**config.mk**
```make
export PLATFORM = sky130hd
export DESIGN_NAME = tdchtc_offset_store
export DESIGN_NICKNAME = d
export VERILOG_FILES = /design/src/hw/rtl/tdchtc_pkg.sv /design/src/hw/rtl/tdchtc_offset_store.sv
export SDC_FILE = /design/constraint.sdc
export NUM_CORES = 2
export LEC_CHECK = 0
export BUFFER_PORTS_ARGS = -buffer_cell sky130_fd_sc_hd__clkbuf_2
export CAP_MARGIN = 30
export CELL_PAD_IN_SITES_DETAIL_PLACEMENT = 0
export CELL_PAD_IN_SITES_GLOBAL_PLACEMENT = 1
export CORE_ASPECT_RATIO = 1.1
export CORE_MARGIN = 1
export CORE_UTILIZATION = 61
export CTS_CLUSTER_DIAMETER = 150
export DETAILED_ROUTE_END_ITERATION = 16
export GPL_TIMING_DRIVEN = 0
export PLACE_DENSITY = 0.85
export SETUP_SLACK_MARGIN = 0.02
export SYNTH_ARGS = -nofsm -noshare
export SYNTH_HDL_FRONTEND = slang
export SYNTH_SLANG_ARGS = --single-unit
```
**constraint.sdc**
```tcl
create_clock -name i_clk -period 6.96 [get_ports i_clk]
set_input_delay 0.348 -clock i_clk [delete_from_list [all_inputs] [get_ports i_clk]]
set_output_delay 0.348 -clock i_clk [all_outputs]
set_load 0.05 [all_outputs]
```
**src/hw/rtl/tdchtc_pkg.sv**
```systemverilog
// Shared types, widths and constants of the TDC hit time calibration block.
// Used by every module under hw/rtl; it depends on nothing else.
package tdchtc_pkg;

    // Table sizes
    localparam int BARREL_BARS    = 64;
    localparam int PROTO_CHANNELS = 16;
    localparam int OFFSET_DEPTH   = 128;
    localparam int GROUP_SIZE     = 8;
    localparam int NUM_GROUPS     = (BARREL_BARS + GROUP_SIZE - 1) / GROUP_SIZE;
    localparam int BMAP_IDX_W     = (BARREL_BARS > 1) ? $clog2(BARREL_BARS) : 1;
    localparam int PMAP_IDX_W     = (PROTO_CHANNELS > 1) ? $clog2(PROTO_CHANNELS) : 1;
    localparam int SLOT_W         = $clog2(GROUP_SIZE);
    localparam int BAR_TOP_BASE   = 64;

    // Field widths
    localparam int CMD_W    = 3;
    localparam int IDX_W    = 7;
    localparam int FPGA_W   = 4;
    localparam int CHAN_W   = 8;
    localparam int BARV_W   = 7;
    localparam int EPOCH_W  = 32;
    localparam int COARSE_W = 11;
    localparam int FINE_W   = 10;
    localparam int OFF_W    = 21;
    localparam int BAR_W    = 8;
    localparam int TIME_W   = 57;
    localparam int TSUM_W   = 58;

    localparam int S_TDATA_W = 112;
    localparam int M_TDATA_W = 72;
    localparam int CFG_IDX_W = 2;

    // Arithmetic: one epoch is 625 << 14 ps, one coarse tick 5000 ps.
    localparam int E625_W      = 42;
    localparam int C5000_W     = 24;
    localparam int FNUM_W      = 23;
    localparam int BASE_W      = 56;
    localparam int RECIP_W     = 24;
    localparam int PROD_W      = FNUM_W + RECIP_W;
    localparam int RECIP_SHIFT = 32;
    localparam int QUO_W       = PROD_W - RECIP_SHIFT;
    localparam int EPOCH_SHIFT = 14;

    localparam logic [9:0]         EPOCH_MUL  = 10'd625;
    localparam logic [12:0]        COARSE_PS  = 13'd5000;
    localparam logic [12:0]        FINE_PS    = 13'd5000;
    localparam logic [FINE_W-1:0]  FINE_ZERO  = 10'd17;
    localparam logic [FNUM_W-1:0]  FINE_ROUND = 23'd216;
    // ceil(2^32 / 433); exact floor division for numerators below 2^23
    localparam logic [RECIP_W-1:0] RECIP_M    = 24'd9919094;

    localparam logic signed [TSUM_W-1:0] TIME_MAX_PS = 58'sd43980465113000000;
    localparam logic signed [TSUM_W-1:0] TIME_MIN_PS = -58'sd2000000;

    typedef enum logic [CMD_W-1:0] {
        CMD_HIT           = 3'd0,
        CMD_WR_BARREL_MAP = 3'd1,
        CMD_WR_PROTO_MAP  = 3'd2,
        CMD_WR_BARREL_OFF = 3'd3,
        CMD_WR_PROTO_OFF  = 3'd4
    } t_cmd;

    typedef enum logic [CFG_IDX_W-1:0] {
        CFG_PROTO_MODE    = 2'd0,
        CFG_APPLY_OFFSETS = 2'd1,
        CFG_SKIP_UNCAL    = 2'd2
    } t_cfg_reg;

    // Input word, last field in the lowest bits
    typedef struct packed {
        logic [2:0]          pad;
        logic [OFF_W-1:0]    offset_ps;
        logic [FINE_W-1:0]   fine_count;
        logic [COARSE_W-1:0] coarse_count;
        logic [EPOCH_W-1:0]  epoch_count;
        logic [BARV_W-1:0]   bar_value;
        logic [CHAN_W-1:0]   second_channel;
        logic [CHAN_W-1:0]   channel;
        logic [FPGA_W-1:0]   fpga_id;
        logic                rising_edge;
        logic [IDX_W-1:0]    table_index;
    } t_s_word;

    // Result word, last field in the lowest bits
    typedef struct packed {
        logic [5:0]        pad;
        logic              offset_applied;
        logic [TIME_W-1:0] time_ps;
        logic [BAR_W-1:0]  bar_id;
    } t_m_word;

    typedef struct packed {
        logic              barrel_we;
        logic              proto_we;
        logic [IDX_W-1:0]  idx;
        logic [FPGA_W-1:0] fpga;
        logic [CHAN_W-1:0] top;
        logic [CHAN_W-1:0] bot;
        logic [BARV_W-1:0] bar;
    } t_map_wr;

    typedef struct packed {
        logic             barrel_we;
        logic             proto_we;
        logic [IDX_W-1:0] idx;
        logic [OFF_W-1:0] value;
    } t_off_wr;

    typedef struct packed {
        logic             apply;
        logic             sel_proto;
        logic [IDX_W-1:0] addr;
    } t_off_rd;

    function automatic logic is_uncal_bar(input logic signed [BAR_W-1:0] b);
        return (b >= 8'sd0   && b <= 8'sd7)   || (b >= 8'sd48  && b <= 8'sd55) ||
               (b >= 8'sd64  && b <= 8'sd71)  || (b >= 8'sd112 && b <= 8'sd119);
    endfunction

endpackage

```
**src/hw/rtl/tdchtc_offset_store.sv**
```systemverilog
// Per-bar delay offsets: 128-entry barrel memory with valid bits and a small
// prototype register file. Read data registered. Depends on tdchtc_pkg.
module tdchtc_offset_store (
    input  logic                                 i_clk,
    input  logic                                 i_rst_n,
    input  logic                                 i_en4,
    input  tdchtc_pkg::t_off_wr                  i_wr,
    input  tdchtc_pkg::t_off_rd                  i_rd,
    output logic signed [tdchtc_pkg::OFF_W-1:0]  o_offset,
    output logic                                 o_applied
);
    import tdchtc_pkg::*;

    logic [OFF_W-1:0] r_bo_mem [OFFSET_DEPTH];
    logic             r_bo_vld [OFFSET_DEPTH];
    logic [OFF_W-1:0] r_po     [PROTO_CHANNELS];
    logic [OFF_W-1:0] r_bo_rd;
    logic             r_bo_rdv;
    logic [OFF_W-1:0] r_po_rd;
    logic             r_apply;
    logic             r_sel_proto;

    always_ff @(posedge i_clk) begin
        if (i_wr.barrel_we) r_bo_mem[i_wr.idx] <= i_wr.value;
        if (i_en4) r_bo_rd <= r_bo_mem[i_rd.addr];
    end

    // An entry never written reads as zero.
    always_ff @(posedge i_clk) begin
        if (!i_rst_n) begin
            for (int i = 0; i < OFFSET_DEPTH; i++) r_bo_vld[i] <= 1'b0;
            for (int i = 0; i < PROTO_CHANNELS; i++) r_po[i] <= '0;
        end else begin
            if (i_wr.barrel_we) r_bo_vld[i_wr.idx] <= 1'b1;
            if (i_wr.proto_we) r_po[i_wr.idx[PMAP_IDX_W-1:0]] <= i_wr.value;
        end
    end

    always_ff @(posedge i_clk) begin
        if (i_en4) begin
            r_bo_rdv    <= r_bo_vld[i_rd.addr];
            r_po_rd     <= r_po[i_rd.addr[PMAP_IDX_W-1:0]];
            r_apply     <= i_rd.apply;
            r_sel_proto <= i_rd.sel_proto;
        end
    end

    always_comb begin
        o_applied = r_apply;
        if (!r_apply) begin
            o_offset = '0;
        end else if (r_sel_proto) begin
            o_offset = $signed(r_po_rd);
        end else if (r_bo_rdv) begin
            o_offset = $signed(r_bo_rd);
        end else begin
            o_offset = '0;
        end
    end

endmodule

```
---- Word level (Yosys, flattened, before mapping) ----
Memories as Yosys holds them, arrays and structs flattened. A register that Yosys moved wholly into a read port is not among the register bits.
Cells that the tools add are included.
W data, S select, Z words.
storage, ports and cells
  bits in registers ....................... 2
  word-level logic and storage cells ...... 24
  bits of input ports ..................... 42
  memory bits (writable) .................. 3,152
  memories kept ........................... 3
memory list
  memory    depth  width  read ports  clocked after memory_dff  wr ports  line                       text
  r_bo_mem  128    21     1           1                         1         tdchtc_offset_store.sv:14  logic [OFF_W-1:0] r_bo_mem [OFFSET_DEPTH];
  r_po      16     21     1           1                         16        tdchtc_offset_store.sv:16  logic [OFF_W-1:0] r_po [PROTO_CHANNELS];
  r_bo_vld  128    1      1           1                         128       tdchtc_offset_store.sv:15  logic r_bo_vld [OFFSET_DEPTH];
cells by class
  muxes and demuxes ....................... 17
  reductions and logical operators ........ 2
operator list
  kind               number
  $mux W21           4
  $reduce_or A21 Y1  1
  $mux W1            11
  $mux W7            1
  $mux W4            1
  $reduce_or A1 Y1   1

---- Depth between registers and ports, before layout ----
  word-level depth ........................ 5
  gate-level depth with buffers ........... 8
  depth with buffers taken out ............ 4

---- Worst setup path before layout ----
Ideal clock, no wire load.
  path type ............................... input -> register
  start ................................... input port i_rd[2] in the netlist's numbering
  end ..................................... register r_bo_rd[13], read port of r_bo_mem, data pin
  setup slack ............................. 3,810 ps
  path buffers ............................ 4
  cell stages on the path ................. 8
  library setup time ...................... 260 ps
  data arrival time ....................... 2,891 ps
  cells stage by stage .................... clkbuf_1 -> buf_2 -> clkbuf_1 -> clkbuf_1 -> mux4_2 -> mux4_2 -> mux4_2 -> mux2_2
RTL lines
  element      line                       text
  from (decl)  tdchtc_offset_store.sv:8   input tdchtc_pkg::t_off_rd i_rd,
  to (decl)    tdchtc_offset_store.sv:17  logic [OFF_W-1:0] r_bo_rd;

==> summary.txt <==
Core ar. = 202000 µm²
Outcome = complete, no violations
Vias = 62300
Drt initial violations = 9564
Die H = 474 µm
Syn Std Cell Area = 124000 µm²
Leading area contributor after synthesis = edfxtp_1
Clock Skews = 42.3 ps
Total track usage = 34.4%
R2R Setup Slk = 4000 ps
I/O pin total = 64
Instance count of the mapped netlist = 5289
Post-DP HPWL = 210000 µm
Post-synth ARST share = 0%
Cts bufs inserted = 315
Clock Pin Slew Worst Setup and Hold Paths = 60 ps
Worst Hold Class = primary input to flop
HP Start = i_wr[6]
Root Driver = clkbuf_16
WP data arrival = 4620 ps
Worst EP required = 7610 ps
Worst VDD drop = 0.235 mV
Final wirelength = 346000 µm
Final hold violation count = 0
Largest net degree at the start of global routing = 136
H-tree levels = 5
Worst-path fanout max = 10
Mux cell area share after synthesis = 18.9%
Post-Synth XOR/XNOR Area = 0%
Tot Pwr = 40.5 mW
Compound-Gate Fraction of Synth Area = 0.951%
Fmax = 0.252 GHz
Vias in the first global route = 63000
Share of the core filled with cells = 69.9%
LEAKAGE = 44.1 nW
Post-Synth Simple-Gate Area = 2.49%
Endpoints failing setup = 0
Top area cells in the synthesized netlist = edfxtp_1 74%, mux4_2 19%, dfxtp_1 2.1%
Slew headroom = 22.8%
Hold Slack = 55.6 ps
Setup repair after global routing missed its margin = false
Prevailing post-synth register cell = edfxtp_1
Areal power density over the cells = 287 nW/µm²
Mapped Avg Cell Area = 23.4 µm²
Synth top area share = 74.5%
CTS tree = built
Gpl congestion = 0.943
Top post-synthesis cells by count = 3069 x edfxtp_1, 1029 x mux4_2, 337 x and2_1, 216 x clkbuf_1, 144 x nor2_1
PortBufs = 56
Fraction of layout cells with a size suffix above 1 = 31.2%
Crit path kind = primary input to flop
#FFs+latches synth = 3197
Die area = 205000 µm²
Worst R2R Start = r_bo_mem[95][8]$_DFFE_PP_
RR Endpoint = r_bo_rd[8]$_DFFE_PP_
Ys Warns = 0
Post-synth EDFFs = 3069
Worst R2R Path Depth = 4
Period minus WS final = 3970 ps
Vias per cell = 7.09
Drt wl/cell = 39.4 µm
Initial Util = 61.3%
Most frequent cell after synthesis = edfxtp_1
ANT nets after route = 0
Main combinational cell family by area after synthesis = multiplexers
Post-layout net count = 5874
Max Slew Vio Count = 0
Tightest Pin Transition = 1160 ps
Setup Buffers After CTS = 0
GRT overflow = 0
DRC errors left = 0
Final TNS setup = 0 ps
Mapped Nets = 5331
Max_cap viols = 0
Critical Path Sink Type = flop
Area growth, synth to finish = 14.0%
Die width = 431 µm
Synth unique cells = 24
Worst setup SP type = primary input
Hold path cells = 2
Synth Area in Adders = 0%
Crit share post-route = 57.0%
Fillers = 11400
Register area share after synthesis = 76.6%
DRT Pass-1 Iters = 8
Num rows = 173
Clock Tree Buf Depth = 4
Hold EP = r_bo_mem[116][6]$_DFFE_PP_
Global-route wire length before repair = 482000 µm
Clock latency on the worst-skew pair = 970 ps
Clk sink count = 3197
Initial antenna violation count = 37
[worst max-delay path: stages]
cell,delay (ps)
clkbuf_1,170
buf_2,430
clkbuf_1,620
buf_8,240
clkbuf_1,570
mux4_2,470
mux4_2,620
mux4_2,680
mux2_2,450
[where the power goes]
group | internal [mW] | switching [mW]
logic | 0.906 | 1.56
clock network | 9.50 | 7.15
registers | 21.3 | 0.0757
[kinds of logic after synthesis]
kind of cell / after synthesis
buf+inv: 321
mux: 1051
simple gates: 559
compound gates: 161
flops: 3197
[flip-flops by register name (all words and copies together) (netlist names)]
| register | flops |
|---|---|
| r_sel_proto | 1 |
| r_po | 336 |
| r_po_rd | 21 |
| r_bo_vld | 128 |
| r_bo_rd | 21 |
| o_applied | 1 |
| r_bo_mem | 2688 |
| r_bo_rdv | 1 |
[stage by stage]
stage	cell area [µm²]	worst slack, ps	std cells
floorplan	124000	3810	5289
global placement	127000	1300	8057
detailed placement	131000	2200	8199
CTS	141000	3160	8763
global route	141000	3070	8788
finish	141000	2990	8798
[worst max-delay path by stage]
stage          slack, ps               endpoint    start
2_1_floorplan       3810  r_bo_rd[13]$_DFFE_PP_  i_rd[2]
3_3_place_gp        1300  r_po_rd[16]$_DFFE_PP_  i_rd[1]
3_5_place_dp        2200   r_bo_rd[7]$_DFFE_PP_  i_rd[2]
4_1_cts             3160   r_bo_rd[7]$_DFFE_PP_  i_rd[2]
5_1_grt             3070   r_bo_rd[7]$_DFFE_PP_  i_rd[2]
6_report            2990   r_bo_rd[8]$_DFFE_PP_  i_rd[2]
[cell type report]
class                   count  area (µm²)  area share [%]
flip-flops and latches   3197       94700            67.1
multi-input cells        1771       28400            20.2
clock buffers             413        8560            6.07
well taps                2712        3390            2.41
repair buffers            226        3340            2.37
plain buffers             321        1330           0.939
clock inverters           141        1250           0.885
diodes                     17        42.5          0.0302
[layer usage]
layer  wire [µm]  global-route usage (%)
met1      114000                    43.2
met3       40100                    9.39
met5         144                  0.0950
met2      167000                    53.9
met4       25400                    21.4
[what timing repair did]
item | CTS | global route
hold endpoints to repair | 214 | 0
hold buffers | 10 | 0
resized for setup | 0 | 0
[layout by cell type, fill, tap and decap left out, types with 4 or more instances in the layout]
cell type      synthesis  routed
a22oi_1               20      20
buf_2                 64      64
clkbuf_1             216     293
o21a_1               128     128
mux4_2              1029    1029
nor2_2                 0      52
diode_2                0      17
nand2b_1               7       7
nor3_1                 4       4
buf_16                 0      36
nor2_4                 0      76
clkinv_2               0      42
clkinvlp_4             0      12
nand2_1               15      15
nand3_1               16      16
and2_1               337     337
bufinv_16              0      23
nor2_1               144      16
edfxtp_1            3069    3069
buf_8                  0     118
dfxtp_1              128     128
o21ai_2                0      12
buf_6                  4       7
clkbuf_2               0      37
clkbuf_16              0     327
clkbuf_4               0      13
nor2b_1               27      27
mux2_2                22      22
clkbuf_8               0      16
buf_1                 35      35
clkinv_1               0      60
dlygate4sd3_1          0      10
(Power assumes the default switching activity.)
