[config.mk]
export PLATFORM = sky130hd
export DESIGN_NAME = tdchtc_bar_lookup
export DESIGN_NICKNAME = d
export VERILOG_FILES = /design/src/hw/rtl/tdchtc_pkg.sv /design/src/hw/rtl/tdchtc_bar_lookup.sv
export SDC_FILE = /design/constraint.sdc
export NUM_CORES = 2
export LEC_CHECK = 0
export ABC_AREA = 1
export BUFFER_PORTS_ARGS = -buffer_cell sky130_fd_sc_hd__buf_2
export CAP_MARGIN = 15
export CORE_UTILIZATION = 25
export DETAILED_ROUTE_END_ITERATION = 10
export GPL_TIMING_DRIVEN = 0
export PLACE_DENSITY_LB_ADDON = 0.2
export SETUP_SLACK_MARGIN = 0.4
export SYNTH_ARGS = -nofsm -noshare
export SYNTH_HDL_FRONTEND = slang
export SYNTH_SLANG_ARGS = --single-unit
[constraint.sdc]
create_clock -name i_clk -period 9.1 [get_ports i_clk]
set_input_delay 0.91 -clock i_clk [delete_from_list [all_inputs] [get_ports i_clk]]
set_output_delay 0.91 -clock i_clk [all_outputs]
set_load 0.005 [all_outputs]
[src/hw/rtl/tdchtc_pkg.sv]
// Shared types, widths and constants of the TDC hit time calibration block.
// Used by every module under hw/rtl; it depends on nothing else.
package tdchtc_pkg;

    // Table sizes
    localparam int BARREL_BARS    = 64;
    localparam int PROTO_CHANNELS = 16;
    localparam int OFFSET_DEPTH   = 128;
    localparam int GROUP_SIZE     = 8;
    localparam int NUM_GROUPS     = (BARREL_BARS + GROUP_SIZE - 1) / GROUP_SIZE;
    localparam int BMAP_IDX_W     = (BARREL_BARS > 1) ? $clog2(BARREL_BARS) : 1;
    localparam int PMAP_IDX_W     = (PROTO_CHANNELS > 1) ? $clog2(PROTO_CHANNELS) : 1;
    localparam int SLOT_W         = $clog2(GROUP_SIZE);
    localparam int BAR_TOP_BASE   = 64;

    // Field widths
    localparam int CMD_W    = 3;
    localparam int IDX_W    = 7;
    localparam int FPGA_W   = 4;
    localparam int CHAN_W   = 8;
    localparam int BARV_W   = 7;
    localparam int EPOCH_W  = 32;
    localparam int COARSE_W = 11;
    localparam int FINE_W   = 10;
    localparam int OFF_W    = 21;
    localparam int BAR_W    = 8;
    localparam int TIME_W   = 57;
    localparam int TSUM_W   = 58;

    localparam int S_TDATA_W = 112;
    localparam int M_TDATA_W = 72;
    localparam int CFG_IDX_W = 2;

    // Arithmetic: one epoch is 625 << 14 ps, one coarse tick 5000 ps.
    localparam int E625_W      = 42;
    localparam int C5000_W     = 24;
    localparam int FNUM_W      = 23;
    localparam int BASE_W      = 56;
    localparam int RECIP_W     = 24;
    localparam int PROD_W      = FNUM_W + RECIP_W;
    localparam int RECIP_SHIFT = 32;
    localparam int QUO_W       = PROD_W - RECIP_SHIFT;
    localparam int EPOCH_SHIFT = 14;

    localparam logic [9:0]         EPOCH_MUL  = 10'd625;
    localparam logic [12:0]        COARSE_PS  = 13'd5000;
    localparam logic [12:0]        FINE_PS    = 13'd5000;
    localparam logic [FINE_W-1:0]  FINE_ZERO  = 10'd17;
    localparam logic [FNUM_W-1:0]  FINE_ROUND = 23'd216;
    // ceil(2^32 / 433); exact floor division for numerators below 2^23
    localparam logic [RECIP_W-1:0] RECIP_M    = 24'd9919094;

    localparam logic signed [TSUM_W-1:0] TIME_MAX_PS = 58'sd43980465113000000;
    localparam logic signed [TSUM_W-1:0] TIME_MIN_PS = -58'sd2000000;

    typedef enum logic [CMD_W-1:0] {
        CMD_HIT           = 3'd0,
        CMD_WR_BARREL_MAP = 3'd1,
        CMD_WR_PROTO_MAP  = 3'd2,
        CMD_WR_BARREL_OFF = 3'd3,
        CMD_WR_PROTO_OFF  = 3'd4
    } t_cmd;

    typedef enum logic [CFG_IDX_W-1:0] {
        CFG_PROTO_MODE    = 2'd0,
        CFG_APPLY_OFFSETS = 2'd1,
        CFG_SKIP_UNCAL    = 2'd2
    } t_cfg_reg;

    // Input word, last field in the lowest bits
    typedef struct packed {
        logic [2:0]          pad;
        logic [OFF_W-1:0]    offset_ps;
        logic [FINE_W-1:0]   fine_count;
        logic [COARSE_W-1:0] coarse_count;
        logic [EPOCH_W-1:0]  epoch_count;
        logic [BARV_W-1:0]   bar_value;
        logic [CHAN_W-1:0]   second_channel;
        logic [CHAN_W-1:0]   channel;
        logic [FPGA_W-1:0]   fpga_id;
        logic                rising_edge;
        logic [IDX_W-1:0]    table_index;
    } t_s_word;

    // Result word, last field in the lowest bits
    typedef struct packed {
        logic [5:0]        pad;
        logic              offset_applied;
        logic [TIME_W-1:0] time_ps;
        logic [BAR_W-1:0]  bar_id;
    } t_m_word;

    typedef struct packed {
        logic              barrel_we;
        logic              proto_we;
        logic [IDX_W-1:0]  idx;
        logic [FPGA_W-1:0] fpga;
        logic [CHAN_W-1:0] top;
        logic [CHAN_W-1:0] bot;
        logic [BARV_W-1:0] bar;
    } t_map_wr;

    typedef struct packed {
        logic             barrel_we;
        logic             proto_we;
        logic [IDX_W-1:0] idx;
        logic [OFF_W-1:0] value;
    } t_off_wr;

    typedef struct packed {
        logic             apply;
        logic             sel_proto;
        logic [IDX_W-1:0] addr;
    } t_off_rd;

    function automatic logic is_uncal_bar(input logic signed [BAR_W-1:0] b);
        return (b >= 8'sd0   && b <= 8'sd7)   || (b >= 8'sd48  && b <= 8'sd55) ||
               (b >= 8'sd64  && b <= 8'sd71)  || (b >= 8'sd112 && b <= 8'sd119);
    endfunction

endpackage

[src/hw/rtl/tdchtc_bar_lookup.sv]
// Bar lookup: barrel and prototype channel maps with parallel first-match search.
// Two register stages (group results, then bar). Depends on tdchtc_pkg.
module tdchtc_bar_lookup (
    input  logic                                 i_clk,
    input  logic                                 i_rst_n,
    input  logic                                 i_en2,
    input  logic                                 i_en3,
    input  logic                                 i_proto_mode,
    input  tdchtc_pkg::t_map_wr                  i_wr,
    input  logic [tdchtc_pkg::FPGA_W-1:0]        i_fpga,
    input  logic [tdchtc_pkg::CHAN_W-1:0]        i_chan,
    output logic signed [tdchtc_pkg::BAR_W-1:0]  o_bar,
    output logic                                 o_found
);
    import tdchtc_pkg::*;

    logic                  r_bm_vld  [BARREL_BARS];
    logic [FPGA_W-1:0]     r_bm_fpga [BARREL_BARS];
    logic [CHAN_W-1:0]     r_bm_top  [BARREL_BARS];
    logic [CHAN_W-1:0]     r_bm_bot  [BARREL_BARS];
    logic                  r_pm_vld  [PROTO_CHANNELS];
    logic [CHAN_W-1:0]     r_pm_chan [PROTO_CHANNELS];
    logic [BARV_W-1:0]     r_pm_bar  [PROTO_CHANNELS];

    logic [BARREL_BARS-1:0] bm_hit;
    logic [BARREL_BARS-1:0] bm_top_hit;

    logic [NUM_GROUPS-1:0] n_g_found, r_g_found;
    logic [NUM_GROUPS-1:0] n_g_top,   r_g_top;
    logic [SLOT_W-1:0]     n_g_slot [NUM_GROUPS];
    logic [SLOT_W-1:0]     r_g_slot [NUM_GROUPS];
    logic                  n_p_found, r_p_found;
    logic [BARV_W-1:0]     n_p_bar,   r_p_bar;
    logic [BAR_W-1:0]      n_bar;
    logic                  n_found;

    // Valid bits clear at reset; entry contents need none.
    always_ff @(posedge i_clk) begin
        if (!i_rst_n) begin
            for (int i = 0; i < BARREL_BARS; i++) r_bm_vld[i] <= 1'b0;
            for (int i = 0; i < PROTO_CHANNELS; i++) r_pm_vld[i] <= 1'b0;
        end else begin
            if (i_wr.barrel_we) r_bm_vld[i_wr.idx[BMAP_IDX_W-1:0]] <= 1'b1;
            if (i_wr.proto_we) r_pm_vld[i_wr.idx[PMAP_IDX_W-1:0]] <= 1'b1;
        end
    end

    always_ff @(posedge i_clk) begin
        if (i_wr.barrel_we) begin
            r_bm_fpga[i_wr.idx[BMAP_IDX_W-1:0]] <= i_wr.fpga;
            r_bm_top[i_wr.idx[BMAP_IDX_W-1:0]]  <= i_wr.top;
            r_bm_bot[i_wr.idx[BMAP_IDX_W-1:0]]  <= i_wr.bot;
        end
        if (i_wr.proto_we) begin
            r_pm_chan[i_wr.idx[PMAP_IDX_W-1:0]] <= i_wr.top;
            r_pm_bar[i_wr.idx[PMAP_IDX_W-1:0]]  <= i_wr.bar;
        end
    end

    always_comb begin
        for (int i = 0; i < BARREL_BARS; i++) begin
            bm_top_hit[i] = (r_bm_top[i] == i_chan);
            bm_hit[i]     = r_bm_vld[i] && (r_bm_fpga[i] == i_fpga) &&
                            (bm_top_hit[i] || (r_bm_bot[i] == i_chan));
        end
    end

    // First match inside each group of eight; the lowest slot wins.
    always_comb begin
        n_g_found = '0;
        n_g_top   = '0;
        for (int g = 0; g < NUM_GROUPS; g++) begin
            n_g_slot[g] = '0;
            for (int k = GROUP_SIZE - 1; k >= 0; k--) begin
                if (g * GROUP_SIZE + k < BARREL_BARS) begin
                    if (bm_hit[g * GROUP_SIZE + k]) begin
                        n_g_found[g] = 1'b1;
                        n_g_slot[g]  = SLOT_W'(k);
                        n_g_top[g]   = bm_top_hit[g * GROUP_SIZE + k];
                    end
                end
            end
        end
        n_p_found = 1'b0;
        n_p_bar   = '0;
        for (int j = PROTO_CHANNELS - 1; j >= 0; j--) begin
            if (r_pm_vld[j] && (r_pm_chan[j] == i_chan)) begin
                n_p_found = 1'b1;
                n_p_bar   = r_pm_bar[j];
            end
        end
    end

    always_ff @(posedge i_clk) begin
        if (i_en2) begin
            r_g_found <= n_g_found;
            r_g_top   <= n_g_top;
            r_g_slot  <= n_g_slot;
            r_p_found <= n_p_found;
            r_p_bar   <= n_p_bar;
        end
    end

    // Second level of the search: the lowest group with a match wins.
    always_comb begin
        n_bar   = '1;
        n_found = 1'b0;
        if (i_proto_mode) begin
            if (r_p_found) begin
                n_found = 1'b1;
                n_bar   = {1'b0, r_p_bar};
            end
        end else begin
            for (int g = NUM_GROUPS - 1; g >= 0; g--) begin
                if (r_g_found[g]) begin
                    n_found = 1'b1;
                    n_bar   = BAR_W'(g * GROUP_SIZE) + BAR_W'(r_g_slot[g]) +
                              (r_g_top[g] ? BAR_W'(BAR_TOP_BASE) : BAR_W'(0));
                end
            end
        end
    end

    always_ff @(posedge i_clk) begin
        if (i_en3) begin
            o_bar   <= $signed(n_bar);
            o_found <= n_found;
        end
    end

endmodule

### Word level (Yosys, flattened, before mapping)

Memory sizes are Yosys's and may differ from the RTL's.
Index checks and enable logic that the tools add are counted.

* bits in writable memories: 1600
* output and inout bits: 9
* register bits after elaboration: 57
* word-level logic and storage cells: 690
* input port bits: 53
* memories: 7

* equal/unequal tests: 208
* muxes and demuxes: 188
* reduce and logical (&&, ||, !) cells: 235
* add/sub/neg operators: 15

Memory list
* r_bm_bot: words 64, width 8, read ports 64, clocked after Yosys merged registers in 0, wr ports 1, line tdchtc_bar_lookup.sv:20 `logic [CHAN_W-1:0] r_bm_bot [BARREL_BARS];`
* r_bm_top: words 64, width 8, read ports 64, clocked after Yosys merged registers in 0, wr ports 1, line tdchtc_bar_lookup.sv:19 `logic [CHAN_W-1:0] r_bm_top [BARREL_BARS];`
* r_bm_fpga: words 64, width 4, read ports 64, clocked after Yosys merged registers in 0, wr ports 1, line tdchtc_bar_lookup.sv:18 `logic [FPGA_W-1:0] r_bm_fpga [BARREL_BARS];`
* r_pm_chan: words 16, width 8, read ports 16, clocked after Yosys merged registers in 0, wr ports 1, line tdchtc_bar_lookup.sv:22 `logic [CHAN_W-1:0] r_pm_chan [PROTO_CHANNELS];`
* r_pm_bar: words 16, width 7, read ports 16, clocked after Yosys merged registers in 0, wr ports 1, line tdchtc_bar_lookup.sv:23 `logic [BARV_W-1:0] r_pm_bar [PROTO_CHANNELS];`
* r_bm_vld: words 64, width 1, read ports 64, clocked after Yosys merged registers in 0, wr ports 64, line tdchtc_bar_lookup.sv:17 `logic r_bm_vld [BARREL_BARS];`
* 1 more memories

Operators with widths (count)
* equality test 8 bit: 144
* equality test 4 bit: 64
* 2-to-1 mux 7 bit: 24
* logical AND 1 bit: 144
* 2-to-1 mux 1 bit: 104
* 2-to-1 mux 3 bit: 32
* 2-to-1 mux 8 bit: 10
* logical OR 1 bit: 64
* OR reduction 7 bit: 8
* adder 7 x 7 -> 8 bit: 4
* 2-to-1 mux 2 bit: 16
* OR reduction 4 bit: 8
* adder 6 x 3 -> 7 bit (first input constant): 4
* adder 6 x 7 -> 8 bit: 2
* OR reduction 2 bit: 8
* OR reduction 15 bit: 1
* adder 5 x 3 -> 6 bit (first input constant): 2
* adder 3 x 7 -> 8 bit: 1
* adder 5 x 7 -> 8 bit: 1
* 2-to-1 mux 6 bit: 1
* adder 4 x 3 -> 5 bit (first input constant): 1
* 2-to-1 mux 4 bit: 1
* OR reduction 1 bit: 2

### Depth between registers and ports, before layout

An unclocked memory read counts as a cell.

* depth in word-level cells: 19
* depth in mapped cells: 23
* gate-level depth less buffers: 21

### Least setup slack after synthesis

Ideal clock, no wire load.

* path kind: input to register
* start: input port i_wr[29] in the netlist's numbering
* end: memory r_pm_bar[7][0] (enable)
* stages on the path: 4
* required time: 8671 ps
* setup slack: 5579 ps
* path buffers: 2
* arrival time: 3092 ps
* setup time: 429 ps
* cells stage by stage: clkbuf_1 inv_1 clkbuf_1 nor4_1

RTL lines
* start: declaration: line tdchtc_bar_lookup.sv:9 `input tdchtc_pkg::t_map_wr i_wr,`
* end: declaration: line tdchtc_bar_lookup.sv:23

No word-level cell before the write port.

### Worst setup path in the final report

* start: input port i_chan[2] in the netlist's numbering
* end: register r_g_top[7] (data pin)

* cells in the longest elaborated chain, start to end: 11
* elaborated cells on any way between the ends: 40
* classes of those cells: eq/ne (16); mux (8); reduce/logical (16)

RTL lines
* start: declaration: line tdchtc_bar_lookup.sv:11 `input logic [tdchtc_pkg::CHAN_W-1:0] i_chan,`
* equality test 8 bit (on tied branches): line tdchtc_bar_lookup.sv:62, tdchtc_bar_lookup.sv:64
* logical OR 1 bit: line tdchtc_bar_lookup.sv:64 `(bm_top_hit[i] || (r_bm_bot[i] == i_chan));`
* logical AND 1 bit: line tdchtc_bar_lookup.sv:63 `bm_hit[i] = r_bm_vld[i] && (r_bm_fpga[i] == i_fpga) &&`
* 2-to-1 mux 1 bit (7 in series): line tdchtc_bar_lookup.sv:76 `if (bm_hit[g * GROUP_SIZE + k]) begin`
* 2-to-1 mux 1 bit *: line tdchtc_bar_lookup.sv:76
* via n_g_top[7]: line tdchtc_bar_lookup.sv:29 `logic [NUM_GROUPS-1:0] n_g_top, r_g_top;`
* end signal: assignment: line tdchtc_bar_lookup.sv:97 `r_g_top <= n_g_top;`
* end: declaration: line tdchtc_bar_lookup.sv:29

Mark *: on every way through the listed nets, which the timed path passes. The rest lies on a longest branch.
A chain may end at the register's enable or synchronous reset.

==> impl_results.md <==
* Status: complete, no violations
* Post-CTS Setup Inserts at 0
* Maximum fanout along the worst path at 10
* Gate Count Post-Synth at around 6,000
* GRT Overall Usage at 18.7%
* Slew HR at around an eighth
* Crit path DAT at slightly below 5000 ps
* Worst reg-to-reg path cell count at 9
* Clock root buffer: clkbuf_16
* Vias at around 48,000
* Final hold vios at 0
* Sequential-to-total area share from yosys stat at 67.1%
* Routability cong. at 0.844
* Largest net degree at the start of global routing at 63
* FF+latch count, synth at approximately 1,700
* Placed instance area at between 80,000 and 90,000 um^2
* Cts bufs inserted at 194
* DRT iter0 DRCs at approximately 5,000
* Yosys top cell by area: edfxtp_1
* # setup viols final at 0
* Critical path type: input pin to flop
* Crit path capture type: flop
* Min Tclk post-route at approximately 4200 ps
* TritonRoute pass-1 iters at 6
* Initial antenna violation count at 27
* Slew Viols, Final at 0
* Achievable frequency at around 0.24 GHz
* Layout cell share with drive strength beyond 1 at between 15 and 20%
* Worst-Margin Slew at around 1300 ps
* CP required at between 9000 and 10,000 ps
* Clk_lat worst skew at between 800 and 900 ps
* # hold bufs at CTS at 0
* Grt ovf at 0
* CTS tree: yes
* Initial Utilization at 25.1%
* Longest Clk Path Bufs at 4
* Chip Height at roughly 540 um
* Leading post-synthesis cells by instance count: 1,577 x edfxtp_1, 1,216 x nand2_1, 589 x nor2_1
* DR vias/cell at ~4.6
* Fin crit share at a little under half
* Most numerous cell in the Yosys netlist: edfxtp_1
* Post-synthesis cell type count at 57
* Leakage at approximately 30 nW
* Design area at 86,600 um^2
* Max VDD drop at 0.000128 V
* H-tree Lvls at 4
* MaxCap Viol Count at 0
* WL final at roughly 280 mm
* CORE AREA at 291,000 um^2
* Fin Clk Skew at around 75 ps
* Final core occ at a little under 30%
* DR WL/cell at 26.8 um
* Sum Neg Setup Slack at 0 ps
* Vias in the first global route at roughly 46,000
* CP Launch Type: input pin
* Mapped Area at about 73,000 um^2
* Async S/R FF share, synth at 0%
* Ys Warns at 0
* Die Wd at between 500 and 600 um
* Syn Nets at just over 6,000
* Worst setup startpoint: i_chan[2]
* Min-Delay Path Class: input pin to flop
* Area Overhead vs Synth at 18.6%
* PortBufs at just over 50
* Post-CTS Resized at 0
* Cell Pwr Density at 199 nW/um^2
* RR Startpoint: r_bm_top[7][5]
* Post-route ant nets at 0
* I/O pin total at 62
* Synth area leaders: edfxtp_1 65%, nand2_1 6.3%, xnor2_1 5.4%, xor2_1 4.2%, nor2_1 3.0%
* DRC at 0
* CTS clk-pin slew, worst paths at roughly 60 ps
* Worst R2R Setup Slack at ~5800 ps
* R2r endpoint: r_g_found[0]
* Main synth FF type: edfxtp_1
* Final-layout fill cell count at around 30,000
* Syn_area_per_cell at 12.2 um^2
* Worst Setup EP: r_g_top[7]
* Final-stage net count at between 6,000 and 7,000
* Row cnt at 198
* Die ar. at roughly 300,000 um^2
* RSZ-0062 raised after global routing: no
* First-pass GRT wire length at around 380 mm
* CTS sink cnt at between 1,500 and 2,000
* EDFF count, synth at approximately 1,600
* Post-detail-place hpwl at 187 mm
* Synth top area share at 64.9%
==> how the worst min path moves through the flow <==
stage                     start     endpoint  depth (start not counted)
floorplan           r_bm_vld[0]  r_bm_vld[0]                          2
global placement    r_bm_vld[5]  r_bm_vld[5]                          2
detailed placement  r_bm_vld[7]  r_bm_vld[7]                          2
CTS                     i_rst_n  r_pm_vld[8]                          2
global route            i_rst_n  r_pm_vld[8]                          2
finish                  i_rst_n  r_pm_vld[8]                          2
==> report_power, final <==
group / total (mW) / switching, mW / internal [mW]
Sequential: 8.45 / 0.0317 / 8.42
Combinational: 1.14 / 0.836 / 0.304
Clock: 7.61 / 3.22 / 4.39
Total: 17.2 / 4.08 / 13.1
==> flip-flops by register name (all words and copies together), names as in the netlist, 7 cells and up <==
name	count
r_g_slot	24
r_p_bar	7
r_bm_vld	64
r_pm_vld	16
r_bm_bot	512
r_g_top	8
r_g_found	8
r_pm_chan	128
r_bm_fpga	256
o_bar	8
r_pm_bar	112
r_bm_top	512
==> kinds of logic after synthesis <==
family	share of synthesized area (%)
flops	67.1
mux	0.0137
compound gates	3.93
xor+xnor	9.54
simple gates	15.7
buf+inv	3.73
==> placed cells by master, fill, tap and decap left out, types with 61 or more instances in the layout <==
master,instances
a21oi_1,130
buf_2,115
buf_4,88
buf_6,71
clkbuf_1,79
clkbuf_16,198
dfxtp_1,80
edfxtp_1,1577
inv_1,282
nand2_1,1216
nand3_1,102
nand4_1,211
nor2_1,523
nor2_2,69
o21ai_0,61
or2_2,247
xnor2_1,447
xor2_1,348
==> worst max-delay path, stage by stage <==
cell and delay, ps:
buf_2 160, inv_2 240, clkbuf_1 820, nand2_1 110, nand2_1 110, nand2_1 60, nor2_1 100, nand2_1 230
nor2_1 250, nand2_1 80, nand2_1 200, nand2_1 80, nand2_1 200, nand2_1 80, nand2_1 320, nand2_1 100
nand2_1 140, nand2_1 70, nand2_1 260, nand2_1 90, nand2_1 70, nand2_1 50, nand2_1 140
==> cell type report <==
| cell class | count | area [um^2] | share of cell area [%] |
|---|---|---|---|
| Sequential cell | 1657 | 49000 | 56.5 |
| Multi-Input combinational cell | 3812 | 21600 | 24.9 |
| Clock buffer | 268 | 5380 | 6.21 |
| Tap cell | 3900 | 4880 | 5.63 |
| Timing Repair Buffer | 166 | 2410 | 2.78 |
| Buffer | 229 | 1600 | 1.85 |
| Inverter | 302 | 1140 | 1.31 |
| Clock inverter | 77 | 653 | 0.754 |
| Antenna cell | 7 | 17.5 | 0.0202 |
==> metrics by stage <==
step           setup WS, ps  total power [mW]  hold WS (ps)  instances
6_report               4900              17.2           341      10400
5_1_grt                4860              17.7           323      10400
4_1_cts                5110              17.3           281      10400
3_5_place_dp           4190              9.76           453      10100
3_3_place_gp           2850              9.72           444       9951
2_1_floorplan          5580              9.12           434       6000
==> metal layers <==
layer / global-route usage, % / vias to the layer above / share of wire [%]
met5: 0 / - / 0.012
met4: 5.17 / 6 / 2.6
met3: 2.15 / 338 / 6.0
met2: 31.3 / 1552 / 47
met1: 25.3 / 24800 / 44
li1: - / 21500 / -
(Power assumes the default switching activity.)
