<file path="config.mk">
export PLATFORM = sky130hd
export DESIGN_NAME = tdchtc_time_calc
export DESIGN_NICKNAME = d
export VERILOG_FILES = /design/src/hw/rtl/tdchtc_pkg.sv /design/src/hw/rtl/tdchtc_time_calc.sv
export SDC_FILE = /design/constraint.sdc
export NUM_CORES = 1
export LEC_CHECK = 0
export ABC_AREA = 0
export BUFFER_PORTS_ARGS = -buffer_cell sky130_fd_sc_hd__buf_2
export CORE_MARGIN = 2
export CORE_UTILIZATION = 45
export CTS_BUF_LIST = sky130_fd_sc_hd__clkbuf_8
export DETAILED_ROUTE_END_ITERATION = 16
export PLACE_DENSITY = 0.63
export SLEW_MARGIN = 20
export SYNTH_ARGS = -nofsm -noshare
export SYNTH_HDL_FRONTEND = slang
export SYNTH_SLANG_ARGS = --single-unit
export TNS_END_PERCENT = 30
</file>
<file path="constraint.sdc">
create_clock -name i_clk -period 11.8 [get_ports i_clk]
set_input_delay 2.36 -clock i_clk [delete_from_list [all_inputs] [get_ports i_clk]]
set_output_delay 2.36 -clock i_clk [all_outputs]
set_load 0.03 [all_outputs]
</file>
<file path="src/hw/rtl/tdchtc_pkg.sv">
// Shared types, widths and constants of the TDC hit time calibration block.
// Used by every module under hw/rtl; it depends on nothing else.
package tdchtc_pkg;

    // Table sizes
    localparam int BARREL_BARS    = 64;
    localparam int PROTO_CHANNELS = 16;
    localparam int OFFSET_DEPTH   = 128;
    localparam int GROUP_SIZE     = 8;
    localparam int NUM_GROUPS     = (BARREL_BARS + GROUP_SIZE - 1) / GROUP_SIZE;
    localparam int BMAP_IDX_W     = (BARREL_BARS > 1) ? $clog2(BARREL_BARS) : 1;
    localparam int PMAP_IDX_W     = (PROTO_CHANNELS > 1) ? $clog2(PROTO_CHANNELS) : 1;
    localparam int SLOT_W         = $clog2(GROUP_SIZE);
    localparam int BAR_TOP_BASE   = 64;

    // Field widths
    localparam int CMD_W    = 3;
    localparam int IDX_W    = 7;
    localparam int FPGA_W   = 4;
    localparam int CHAN_W   = 8;
    localparam int BARV_W   = 7;
    localparam int EPOCH_W  = 32;
    localparam int COARSE_W = 11;
    localparam int FINE_W   = 10;
    localparam int OFF_W    = 21;
    localparam int BAR_W    = 8;
    localparam int TIME_W   = 57;
    localparam int TSUM_W   = 58;

    localparam int S_TDATA_W = 112;
    localparam int M_TDATA_W = 72;
    localparam int CFG_IDX_W = 2;

    // Arithmetic: one epoch is 625 << 14 ps, one coarse tick 5000 ps.
    localparam int E625_W      = 42;
    localparam int C5000_W     = 24;
    localparam int FNUM_W      = 23;
    localparam int BASE_W      = 56;
    localparam int RECIP_W     = 24;
    localparam int PROD_W      = FNUM_W + RECIP_W;
    localparam int RECIP_SHIFT = 32;
    localparam int QUO_W       = PROD_W - RECIP_SHIFT;
    localparam int EPOCH_SHIFT = 14;

    localparam logic [9:0]         EPOCH_MUL  = 10'd625;
    localparam logic [12:0]        COARSE_PS  = 13'd5000;
    localparam logic [12:0]        FINE_PS    = 13'd5000;
    localparam logic [FINE_W-1:0]  FINE_ZERO  = 10'd17;
    localparam logic [FNUM_W-1:0]  FINE_ROUND = 23'd216;
    // ceil(2^32 / 433); exact floor division for numerators below 2^23
    localparam logic [RECIP_W-1:0] RECIP_M    = 24'd9919094;

    localparam logic signed [TSUM_W-1:0] TIME_MAX_PS = 58'sd43980465113000000;
    localparam logic signed [TSUM_W-1:0] TIME_MIN_PS = -58'sd2000000;

    typedef enum logic [CMD_W-1:0] {
        CMD_HIT           = 3'd0,
        CMD_WR_BARREL_MAP = 3'd1,
        CMD_WR_PROTO_MAP  = 3'd2,
        CMD_WR_BARREL_OFF = 3'd3,
        CMD_WR_PROTO_OFF  = 3'd4
    } t_cmd;

    typedef enum logic [CFG_IDX_W-1:0] {
        CFG_PROTO_MODE    = 2'd0,
        CFG_APPLY_OFFSETS = 2'd1,
        CFG_SKIP_UNCAL    = 2'd2
    } t_cfg_reg;

    // Input word, last field in the lowest bits
    typedef struct packed {
        logic [2:0]          pad;
        logic [OFF_W-1:0]    offset_ps;
        logic [FINE_W-1:0]   fine_count;
        logic [COARSE_W-1:0] coarse_count;
        logic [EPOCH_W-1:0]  epoch_count;
        logic [BARV_W-1:0]   bar_value;
        logic [CHAN_W-1:0]   second_channel;
        logic [CHAN_W-1:0]   channel;
        logic [FPGA_W-1:0]   fpga_id;
        logic                rising_edge;
        logic [IDX_W-1:0]    table_index;
    } t_s_word;

    // Result word, last field in the lowest bits
    typedef struct packed {
        logic [5:0]        pad;
        logic              offset_applied;
        logic [TIME_W-1:0] time_ps;
        logic [BAR_W-1:0]  bar_id;
    } t_m_word;

    typedef struct packed {
        logic              barrel_we;
        logic              proto_we;
        logic [IDX_W-1:0]  idx;
        logic [FPGA_W-1:0] fpga;
        logic [CHAN_W-1:0] top;
        logic [CHAN_W-1:0] bot;
        logic [BARV_W-1:0] bar;
    } t_map_wr;

    typedef struct packed {
        logic             barrel_we;
        logic             proto_we;
        logic [IDX_W-1:0] idx;
        logic [OFF_W-1:0] value;
    } t_off_wr;

    typedef struct packed {
        logic             apply;
        logic             sel_proto;
        logic [IDX_W-1:0] addr;
    } t_off_rd;

    function automatic logic is_uncal_bar(input logic signed [BAR_W-1:0] b);
        return (b >= 8'sd0   && b <= 8'sd7)   || (b >= 8'sd48  && b <= 8'sd55) ||
               (b >= 8'sd64  && b <= 8'sd71)  || (b >= 8'sd112 && b <= 8'sd119);
    endfunction

endpackage

</file>
<file path="src/hw/rtl/tdchtc_time_calc.sv">
// Hit time arithmetic: epoch, coarse and rounded fine correction in picoseconds.
// Three register stages; the multipliers sit in the first two. Depends on tdchtc_pkg.
module tdchtc_time_calc (
    input  logic                                  i_clk,
    input  logic                                  i_en2,
    input  logic                                  i_en3,
    input  logic                                  i_en4,
    input  logic [tdchtc_pkg::EPOCH_W-1:0]        i_epoch,
    input  logic [tdchtc_pkg::COARSE_W-1:0]       i_coarse,
    input  logic [tdchtc_pkg::FINE_W-1:0]         i_fine,
    output logic signed [tdchtc_pkg::TSUM_W-1:0]  o_time
);
    import tdchtc_pkg::*;

    logic [E625_W-1:0]  r_e625;
    logic [C5000_W-1:0] r_c5000;
    logic [FNUM_W-1:0]  r_fnum;
    logic               r_dneg2, r_dneg3;
    logic [BASE_W-1:0]  r_base;
    logic [PROD_W-1:0]  r_prod;
    logic               n_dneg;
    logic [FINE_W-1:0]  n_dmag;
    logic [QUO_W-1:0]   quo;
    logic [TSUM_W-1:0]  n_time;

    // The fine correction rounds half away from zero on |fine - 17| * 5000.
    always_comb begin
        n_dneg = i_fine < FINE_ZERO;
        n_dmag = n_dneg ? (FINE_ZERO - i_fine) : (i_fine - FINE_ZERO);
    end

    always_ff @(posedge i_clk) begin
        if (i_en2) begin
            r_e625  <= E625_W'(i_epoch) * E625_W'(EPOCH_MUL);
            r_c5000 <= C5000_W'(i_coarse) * C5000_W'(COARSE_PS);
            r_fnum  <= FNUM_W'(n_dmag) * FNUM_W'(FINE_PS) + FINE_ROUND;
            r_dneg2 <= n_dneg;
        end
    end

    always_ff @(posedge i_clk) begin
        if (i_en3) begin
            r_base  <= {r_e625, EPOCH_SHIFT'(0)} + BASE_W'(r_c5000);
            r_prod  <= PROD_W'(r_fnum) * PROD_W'(RECIP_M);
            r_dneg3 <= r_dneg2;
        end
    end

    always_comb begin
        quo = r_prod[PROD_W-1:RECIP_SHIFT];
        if (r_dneg3) begin
            n_time = TSUM_W'(r_base) + TSUM_W'(quo);
        end else begin
            n_time = TSUM_W'(r_base) - TSUM_W'(quo);
        end
    end

    always_ff @(posedge i_clk) begin
        if (i_en4) begin
            o_time <= $signed(n_time);
        end
    end

endmodule

</file>
### After elaboration in Yosys (flattened, before gate mapping)

Index checks and enable logic that the tools add are counted.

* register bits after elaboration: 248
* word-level logic and storage cells: 21
* bits of input ports: 57

* muxes and demuxes: 2
* magnitude comparators: 1
* multiply operators: 4
* add/sub/neg operators: 6

Operators by type and width (number)
* 58-bit two-way mux: 1
* 56-bit by 15-bit adder with 57-bit output: 1
* 56-bit by 15-bit subtractor with 57-bit output: 1
* 56-bit by 24-bit adder with 56-bit output: 1
* 23-bit by 23-bit multiplier with 46-bit output (second input constant): 1
* 32-bit by 10-bit multiplier with 42-bit output (second input constant): 1
* 23-bit by 8-bit adder with 23-bit output (second input constant): 1
* 11-bit by 10-bit multiplier with 21-bit output (second input constant): 1
* 10-bit by 10-bit multiplier with 20-bit output (second input constant): 1
* 10-bit by 5-bit < comparator with 1-bit output (second input constant): 1
* 10-bit two-way mux: 1
* 10-bit by 5-bit subtractor with 10-bit output (second input constant): 1
* 5-bit by 10-bit subtractor with 10-bit output (first input constant): 1

### Longest topological paths before layout

Gate-level depths: netlist of run 1.

* depth in word-level cells: 4
* depth in mapped cells: 28

### Worst setup path after synthesis of run 1

Ideal clock, no wire load.

* path type: in2reg
* start: in i_fine[0] in the netlist's numbering
* end: reg r_fnum[22] (data pin)
* data required time: 11.536 ns
* slack: 3.340 ns
* data arrival time: 8.196 ns
* stages: 23
* path buffers: 0
* cells stage by stage: inv_1 > ha_1 > or3b_1 > a211oi_4 > o21ai_0 > xnor2_1 > fa_1 > ha_1 > ha_1 > ha_1 > inv_1 > fa_1 > inv_1 > ha_1 > a21boi_0 > o21ai_0 > a21oi_1 > o21ai_0 > o211ai_1 > or4bb_1 > and3_1 > nor4_1 > xnor2_1

* longest elaborated chain between the ends: 4
* elaborated cells between the ends (all ways): 6

RTL lines
* start: declaration: RTL line tdchtc_time_calc.sv:10 `input logic [tdchtc_pkg::FINE_W-1:0] i_fine,`
* 10-bit by 5-bit < comparator with 1-bit output: RTL line tdchtc_time_calc.sv:28 `n_dneg = i_fine < FINE_ZERO;`
* net n_dneg: RTL line tdchtc_time_calc.sv:21 `logic n_dneg;`
* 10-bit two-way mux: RTL line tdchtc_time_calc.sv:29 `n_dmag = n_dneg ? (FINE_ZERO - i_fine) : (i_fine - FINE_ZERO);`
* 10-bit by 10-bit multiplier with 20-bit output: RTL line tdchtc_time_calc.sv:36 `r_fnum <= FNUM_W'(n_dmag) * FNUM_W'(FINE_PS) + FINE_ROUND;`
* 23-bit by 8-bit adder with 23-bit output: RTL line tdchtc_time_calc.sv:36
* end signal: assignment: RTL line tdchtc_time_calc.sv:36
* end: declaration: RTL line tdchtc_time_calc.sv:17 `logic [FNUM_W-1:0] r_fnum;`

The timed path passes the listed nets, and every way through them passes these cells.
A chain may end at the register's enable or synchronous reset.

### Final worst setup path of run 1

Ends and elaborated chain as after synthesis.

==> results of run 1 <==
## cell usage in the layout (no fill, tap or decap), types with 10 or more instances in the layout
master	synthesis	final
o211ai_1	11	11
clkinv_2	0	10
a21o_1	45	45
xor2_1	61	61
o21a_1	16	16
or3_1	13	13
inv_1	795	798
xnor2_1	124	124
a21oi_1	120	120
nand2b_1	20	20
edfxtp_1	211	211
nor3_1	35	35
nand3_1	50	50
fa_1	318	318
buf_2	2	113
and2_1	13	13
nand4_1	22	22
nand2_1	87	87
nor4_1	11	11
ha_1	481	481
clkbuf_8	0	37
and3_1	27	27
nor2b_1	13	13
o21ai_0	69	69
or4_1	11	11
a31oi_1	18	18
nor2_1	100	100
o21bai_1	24	24
## worst paths after layout
| kind | startpoint | to | cells past startpoint |
|---|---|---|---|
| setup / recovery | i_fine[0] | r_fnum[22] | 24 |
| hold / removal | r_c5000[8] | r_base[8] | 0 |
| setup reg to reg | r_fnum[16] | r_prod[46] | 23 |
| hold reg to reg | r_c5000[8] | r_base[8] | 0 |
## Yosys cell counts (24+ instances only)
library cell | count | area, sq um
a21o_1 | 45 | 338
a21oi_1 | 120 | 601
and3_1 | 27 | 169
edfxtp_1 | 211 | 6340
fa_1 | 318 | 6370
ha_1 | 481 | 6020
inv_1 | 795 | 2980
nand2_1 | 87 | 327
nand3_1 | 50 | 250
nor2_1 | 100 | 375
nor3_1 | 35 | 175
o21ai_0 | 69 | 345
o21bai_1 | 24 | 180
xnor2_1 | 124 | 1090
xor2_1 | 61 | 534
## per-layer routing
layer	GRT usage, %	vias to the layer above	wire length, microns
li1	-	9446	-
met1	24.9	9375	26700
met3	2.39	91	2190
met5	0	-	0
met4	5.34	0	1420
met2	36.3	327	31900
## state kept, by name (all words and copies together), names as in the netlist
signal / flops
r_fnum: 20
r_e625: 42
r_dneg2: 1
r_c5000: 21
o_time: 58
r_dneg3: 1
r_prod: 15
r_base: 53
## through the flow
step	hold WS, ns	instance area (sq um)	setup WS, ns	utilization (%)
6_report	0.421	30300	2.88	49.1
5_1_grt	0.423	30300	2.39	49.1
4_1_cts	0.420	30300	2.95	49.1
3_5_place_dp	0.407	29700	2.34	48.1
3_3_place_gp	0.405	29700	2.52	48.1
2_1_floorplan	0.400	28100	3.34	-
## cells by family (layout without fill, tap and decap cells)
family          count (synthesis)  in the layout
buf+inv                       822            980
fa+ha+maj                     799            799
simple gates                  441            441
compound gates                366            366
flops                         211            211
xor+xnor                      185            185
mux                             5              5
other cells                     0              1
## critical path, cell delays in order
cell	delay, ns
buf_2	0.13
inv_1	0.19
ha_1	0.26
or3b_1	0.44
a211oi_4	0.48
o21ai_0	0.20
xnor2_1	0.61
fa_1	0.52
ha_1	0.29
ha_1	0.28
ha_1	0.28
inv_1	0.05
fa_1	0.53
inv_1	0.04
ha_1	0.32
a21boi_0	0.15
o21ai_0	0.45
a21oi_1	0.20
o21ai_0	0.20
o211ai_1	0.21
or4bb_1	0.54
and3_1	0.18
nor4_1	0.24
xnor2_1	0.10
## final cells by class
cell class	count	area [sq um]	share of cell area, %
Antenna cell	1	2.50	0.00825
Clock buffer	37	509	1.68
Clock inverter	28	148	0.487
Inverter	795	2980	9.84
Multi-Input combinational cell	1796	18700	61.6
Sequential cell	211	6340	20.9
Tap cell	837	1050	3.45
Timing Repair Buffer	120	618	2.04
==> summary.md, run 1 <==
| Metric | Value |
|---|---|
| Clock Pin Slew Worst Setup and Hold Paths | 0.06 ns |
| EDFF count, synth | 211 |
| Post-route DRC | 0 |
| Post-Syn Instances | about 2800 |
| Post-CTS Setup Bufs | 0 |
| Post-Syn Area | 28100 sq um |
| Largest family of logic cells by synthesized area | adder cells |
| Post-synthesis cell type count | 74 |
| Initial DRC count | 1084 |
| Post-Synth Simple-Gate Area | slightly above 8% |
| CTS Buffer Depth | 3 |
| Die W | approximately 250 microns |
| Clock Latency Late Sink | just under 0.6 ns |
| Dpl cells | between 3000 and 4000 |
| Run status | finished clean |
| XOR/XNOR Fraction of Synth Area | around 5.8% |
| Initial core utilization | 45.6% |
| Sequential fraction of the synthesis area | around 23% |
| H-Tree Depth | 2 |
| Syn Area/Cell | between 9 and 10 sq um |
| Die ar. | roughly 64000 sq um |
| GPL Wtd Cong | between 0.9 and 1 |
| Row count | 91 |
| HP Class | reg -> reg |
| Area Growth Syn to Fin | 7.87% |
| CTS resizes | 0 |
| Adder-Cell Fraction of Synth Area | around 44% |
| Fin Setup TNS | 0 ns |
| Non-filler cells in the finished layout | approximately 3800 |
| Mux contribution to synthesized area | less than 1% |
| Startpoint types | primary input |
| Layout cell share with drive strength beyond 1 | ~6.6% |
| Synth Register Bits | about 210 |
| Total core area | between 60000 and 70000 sq um |
| Setup Crit Path Kind | in -> reg |
| Fillcell total | 5802 |
| Final wirelength | between 60 and 70 mm |
| Max Slew Vio Count | 0 |
| Fin crit share | about three quarters |
| Hold buffers post-CTS | 0 |
| First-pass GRT wire length | between 100 and 150 mm |
| Signal arrival time at the worst endpoint | 9.24 ns |
| Initial DRT Pass Iterations | 6 |
| Num CTS Buffers | 37 |
| Initial antenna violation count | 1 |
| Vias | about 19000 |
| Critical Path RT | about 12 ns |
| Die Height | 254 microns |
| Sink Count | 211 |
| Post-route clock skew | between 0.03 and 0.04 ns |
| # setup viols final | 0 |
| Final hold violations | 0 |
| Worst-path fanout max | 9 |
| Syn Nets | about 3700 |
| CTS tree | done |
| Post-DRT Antenna Nets | 0 |
| CTS root buf | clkbuf_8 |
| Vias in the first global route | roughly 20000 |
| Largest net degree at the start of global routing | 70 |
| Compound-cell area share of the yosys netlist | under 10% |
| FF-to-FF setup slack | around 3.9 ns |
| GR Overflow Total | 0 |
| Port bufs | between 100 and 150 |
| Fmax | about 110 MHz |
| Worst-Margin Slew | 0.942 ns |
| Critical path endpoint category | flip-flop |
| Final min period | 8.92 ns |
| DR WL/cell | 16.3 microns |
| Yosys warnings | 0 |
| # nets final | approximately 3800 |
| Unrepaired setup endpoints after global routing | no |
| GRT Total Usage | between 10% and 20% |
| Vias per cell | just over 5 |
| Relative slew slack | 37.2% |
| Post-DP HPWL | 53.2 mm |
| Commonest register cell after synthesis | edfxtp_1 |
| MaxCap Viol Count | 0 |
| Post-synth ARST share | 0% |
| # IOs | between 100 and 150 |
Power of run 1 is not shown: default switching activity piles up to over one toggle a cycle in this logic, so the estimate is an artifact.
==> run 2: changes to the inputs <==
--- a/config.mk
+++ b/config.mk
@@ -11,7 +11,7 @@
 export CORE_UTILIZATION = 45
 export CTS_BUF_LIST = sky130_fd_sc_hd__clkbuf_8
 export DETAILED_ROUTE_END_ITERATION = 16
-export PLACE_DENSITY = 0.63
+export PLACE_DENSITY = 0.66
 export SLEW_MARGIN = 20
 export SYNTH_ARGS = -nofsm -noshare
 export SYNTH_HDL_FRONTEND = slang
==> constraint.sdc (replaced) <==
create_clock -name i_clk -period 7.4 [get_ports i_clk]
set_input_delay 1.48 -clock i_clk [delete_from_list [all_inputs] [get_ports i_clk]]
set_output_delay 1.48 -clock i_clk [all_outputs]
set_load 0.03 [all_outputs]
==> summary.md, run 2 (synthesis results as in run 1) <==
| Metric | Value |
|---|---|
| Design Area, Final | 31200 sq um |
| Max Slew Vio Count | 0 |
| Fmax | 140 MHz |
| Worst path slowest cell | fa_1 |
| Largest regs | o_time x58, r_base x53, r_e625 x42 |
| Sink Count | around 210 |
| Area Growth Syn to Fin | 11.0% |
| Initial antenna violation count | 3 |
| Post-DRT Antenna Nets | 0 |
| HP Class | reg -> reg |
| R2R Path Start | r_fnum[15] |
| R2R Path End | r_prod[46] |
| H-Tree Depth | 2 |
| FF-to-FF setup slack | roughly 0.27 ns |
| Initial core utilization | roughly 46% |
| Die ar. | 64500 sq um |
| Final wirelength | 60.5 mm |
| Vias in the first global route | approximately 20000 |
| Relative slew slack | 37.3% |
| MaxCap Viol Count | 0 |
| Port bufs | between 100 and 150 |
| Critical Path RT | 7.73 ns |
| Post-DP HPWL | ~52 mm |
| Worst-Margin Slew | approximately 0.94 ns |
| Die Height | roughly 250 microns |
| Hold EP | r_base[10] |
| Post-route DRC | 0 |
| Num CTS Buffers | 39 |
| # nets final | ~4000 |
| GR Overflow Total | 0 |
| Row count | between 90 and 100 |
| Post-route clock skew | 0.0406 ns |
| Placed Instance Area | approximately 30000 sq um |
| Unrepaired setup endpoints after global routing | yes |
| DR WL/cell | about 15 microns |
| CP dominant cell by count | fa_1 |
| Total core area | ~62000 sq um |
| Final min period | around 7.1 ns |
| Worst-path fanout max | 5 |
| Fin crit share | a little over nine tenths |
| Final hold violations | 0 |
| Largest net degree at the start of global routing | 70 |
| First-pass GRT wire length | between 90 and 100 mm |
| Layout cell share with drive strength beyond 1 | around a tenth |
| Beginning of the worst hold path | r_c5000[10] |
| CTS tree | done |
| Non-filler cells in the finished layout | 3921 |
| GPL Wtd Cong | approximately 0.95 |
| CTS root buf | clkbuf_8 |
| Clock Latency Late Sink | about 0.60 ns |
| Reg with most FFs | o_time |
| Setup Crit Path Kind | reg -> reg |
| Clock Pin Slew Worst Setup and Hold Paths | approximately 0.060 ns |
| Most common cell after layout, fill and taps aside | inv_1 |
| Max reg flops | a little under 60 |
| Register-to-Register Path Depth | 25 |
| Signal arrival time at the worst endpoint | 7.46 ns |
| Dpl cells | a little under 4000 |
| Run status | finished clean |
| Initial DRT Pass Iterations | 5 |
| # IOs | between 100 and 150 |
| Most frequent cells in the layout | 802 x inv_1, 478 x ha_1, 318 x fa_1 |
| Startpoint types | flip-flop |
| Vias | around 19000 |
| Die W | around 250 microns |
| Slowest Stage Delay on Critical Path | 0.54 ns |
| Initial DRC count | roughly 1100 |
| Critical path endpoint category | flip-flop |
| Hold buffers post-CTS | 0 |
| Vias per cell | 4.94 |
| CTS Buffer Depth | 3 |
| GRT Total Usage | between 10% and 20% |
| Hold slack final | ~0.42 ns |
| # setup viols final | 0 |
| Hold path cells | 0 |
-- run 2: changes by cell type in the layout (fill, tap and decap cells not counted), sizes merged --
cell	change
buf	+92
bufinv	+3
clkbuf	+2
clkinv	-3
clkinvlp	-4
diode	+1
inv	+5
-- run 2: cell type report --
cell class | instances | area (sq um)
Fill cell | 5791 | 30500
Antenna cell | 2 | 5.00
Timing Repair Buffer | 212 | 1310
Tap cell | 837 | 1050
Clock buffer | 39 | 537
Sequential cell | 211 | 6340
Inverter | 795 | 2980
Clock inverter | 29 | 225
Multi-Input combinational cell | 1796 | 18800
-- run 2: worst max path at each step --
stage	from	to	slack [ns]
2_1_floorplan	i_fine[0]	r_fnum[22]	0.009
3_3_place_gp	i_fine[0]	r_fnum[22]	0.02
3_5_place_dp	i_fine[0]	r_fnum[22]	-0.11
4_1_cts	r_fnum[18]	r_prod[46]	0.08
5_1_grt	r_fnum[15]	r_prod[46]	-0.09
6_report	r_fnum[15]	r_prod[46]	0.27
-- run 2: stage by stage --
stage               util [%]  worst slack, ns  TNS, ns
floorplan                  -          0.00910        0
global placement        49.1           0.0223        0
detailed placement      49.1           -0.108   -0.120
CTS                     50.4           0.0762        0
global route            50.6          -0.0948   -0.135
finish                  50.6            0.268        0
-- run 2: worst max-delay path: cells and delay by family (launching register included) --
kind	cells	cell delay (ns)
simple gates	2	0.44
compound gates	8	1.46
flops	1	0.48
fa+ha+maj	8	3.77
xor+xnor	1	0.08
buf+inv	6	0.63
-- run 2: metal layers --
| layer | up-vias | part of all wire [%] | track usage (%) |
|---|---|---|---|
| li1 | 9620 | - | - |
| met3 | 97 | 3.4 | 2.39 |
| met1 | 9322 | 44 | 24.9 |
| met5 | - | 0.043 | 0 |
| met2 | 340 | 51 | 34.8 |
| met4 | 4 | 2.5 | 5.24 |
-- run 2: timing repair --
action | in CTS | in global routing
endpoints found under the setup margin | 0 | 4
buffers inserted | 0 | 9
gates resized for setup | 0 | 12
Power of run 2 is left out for the same reason.
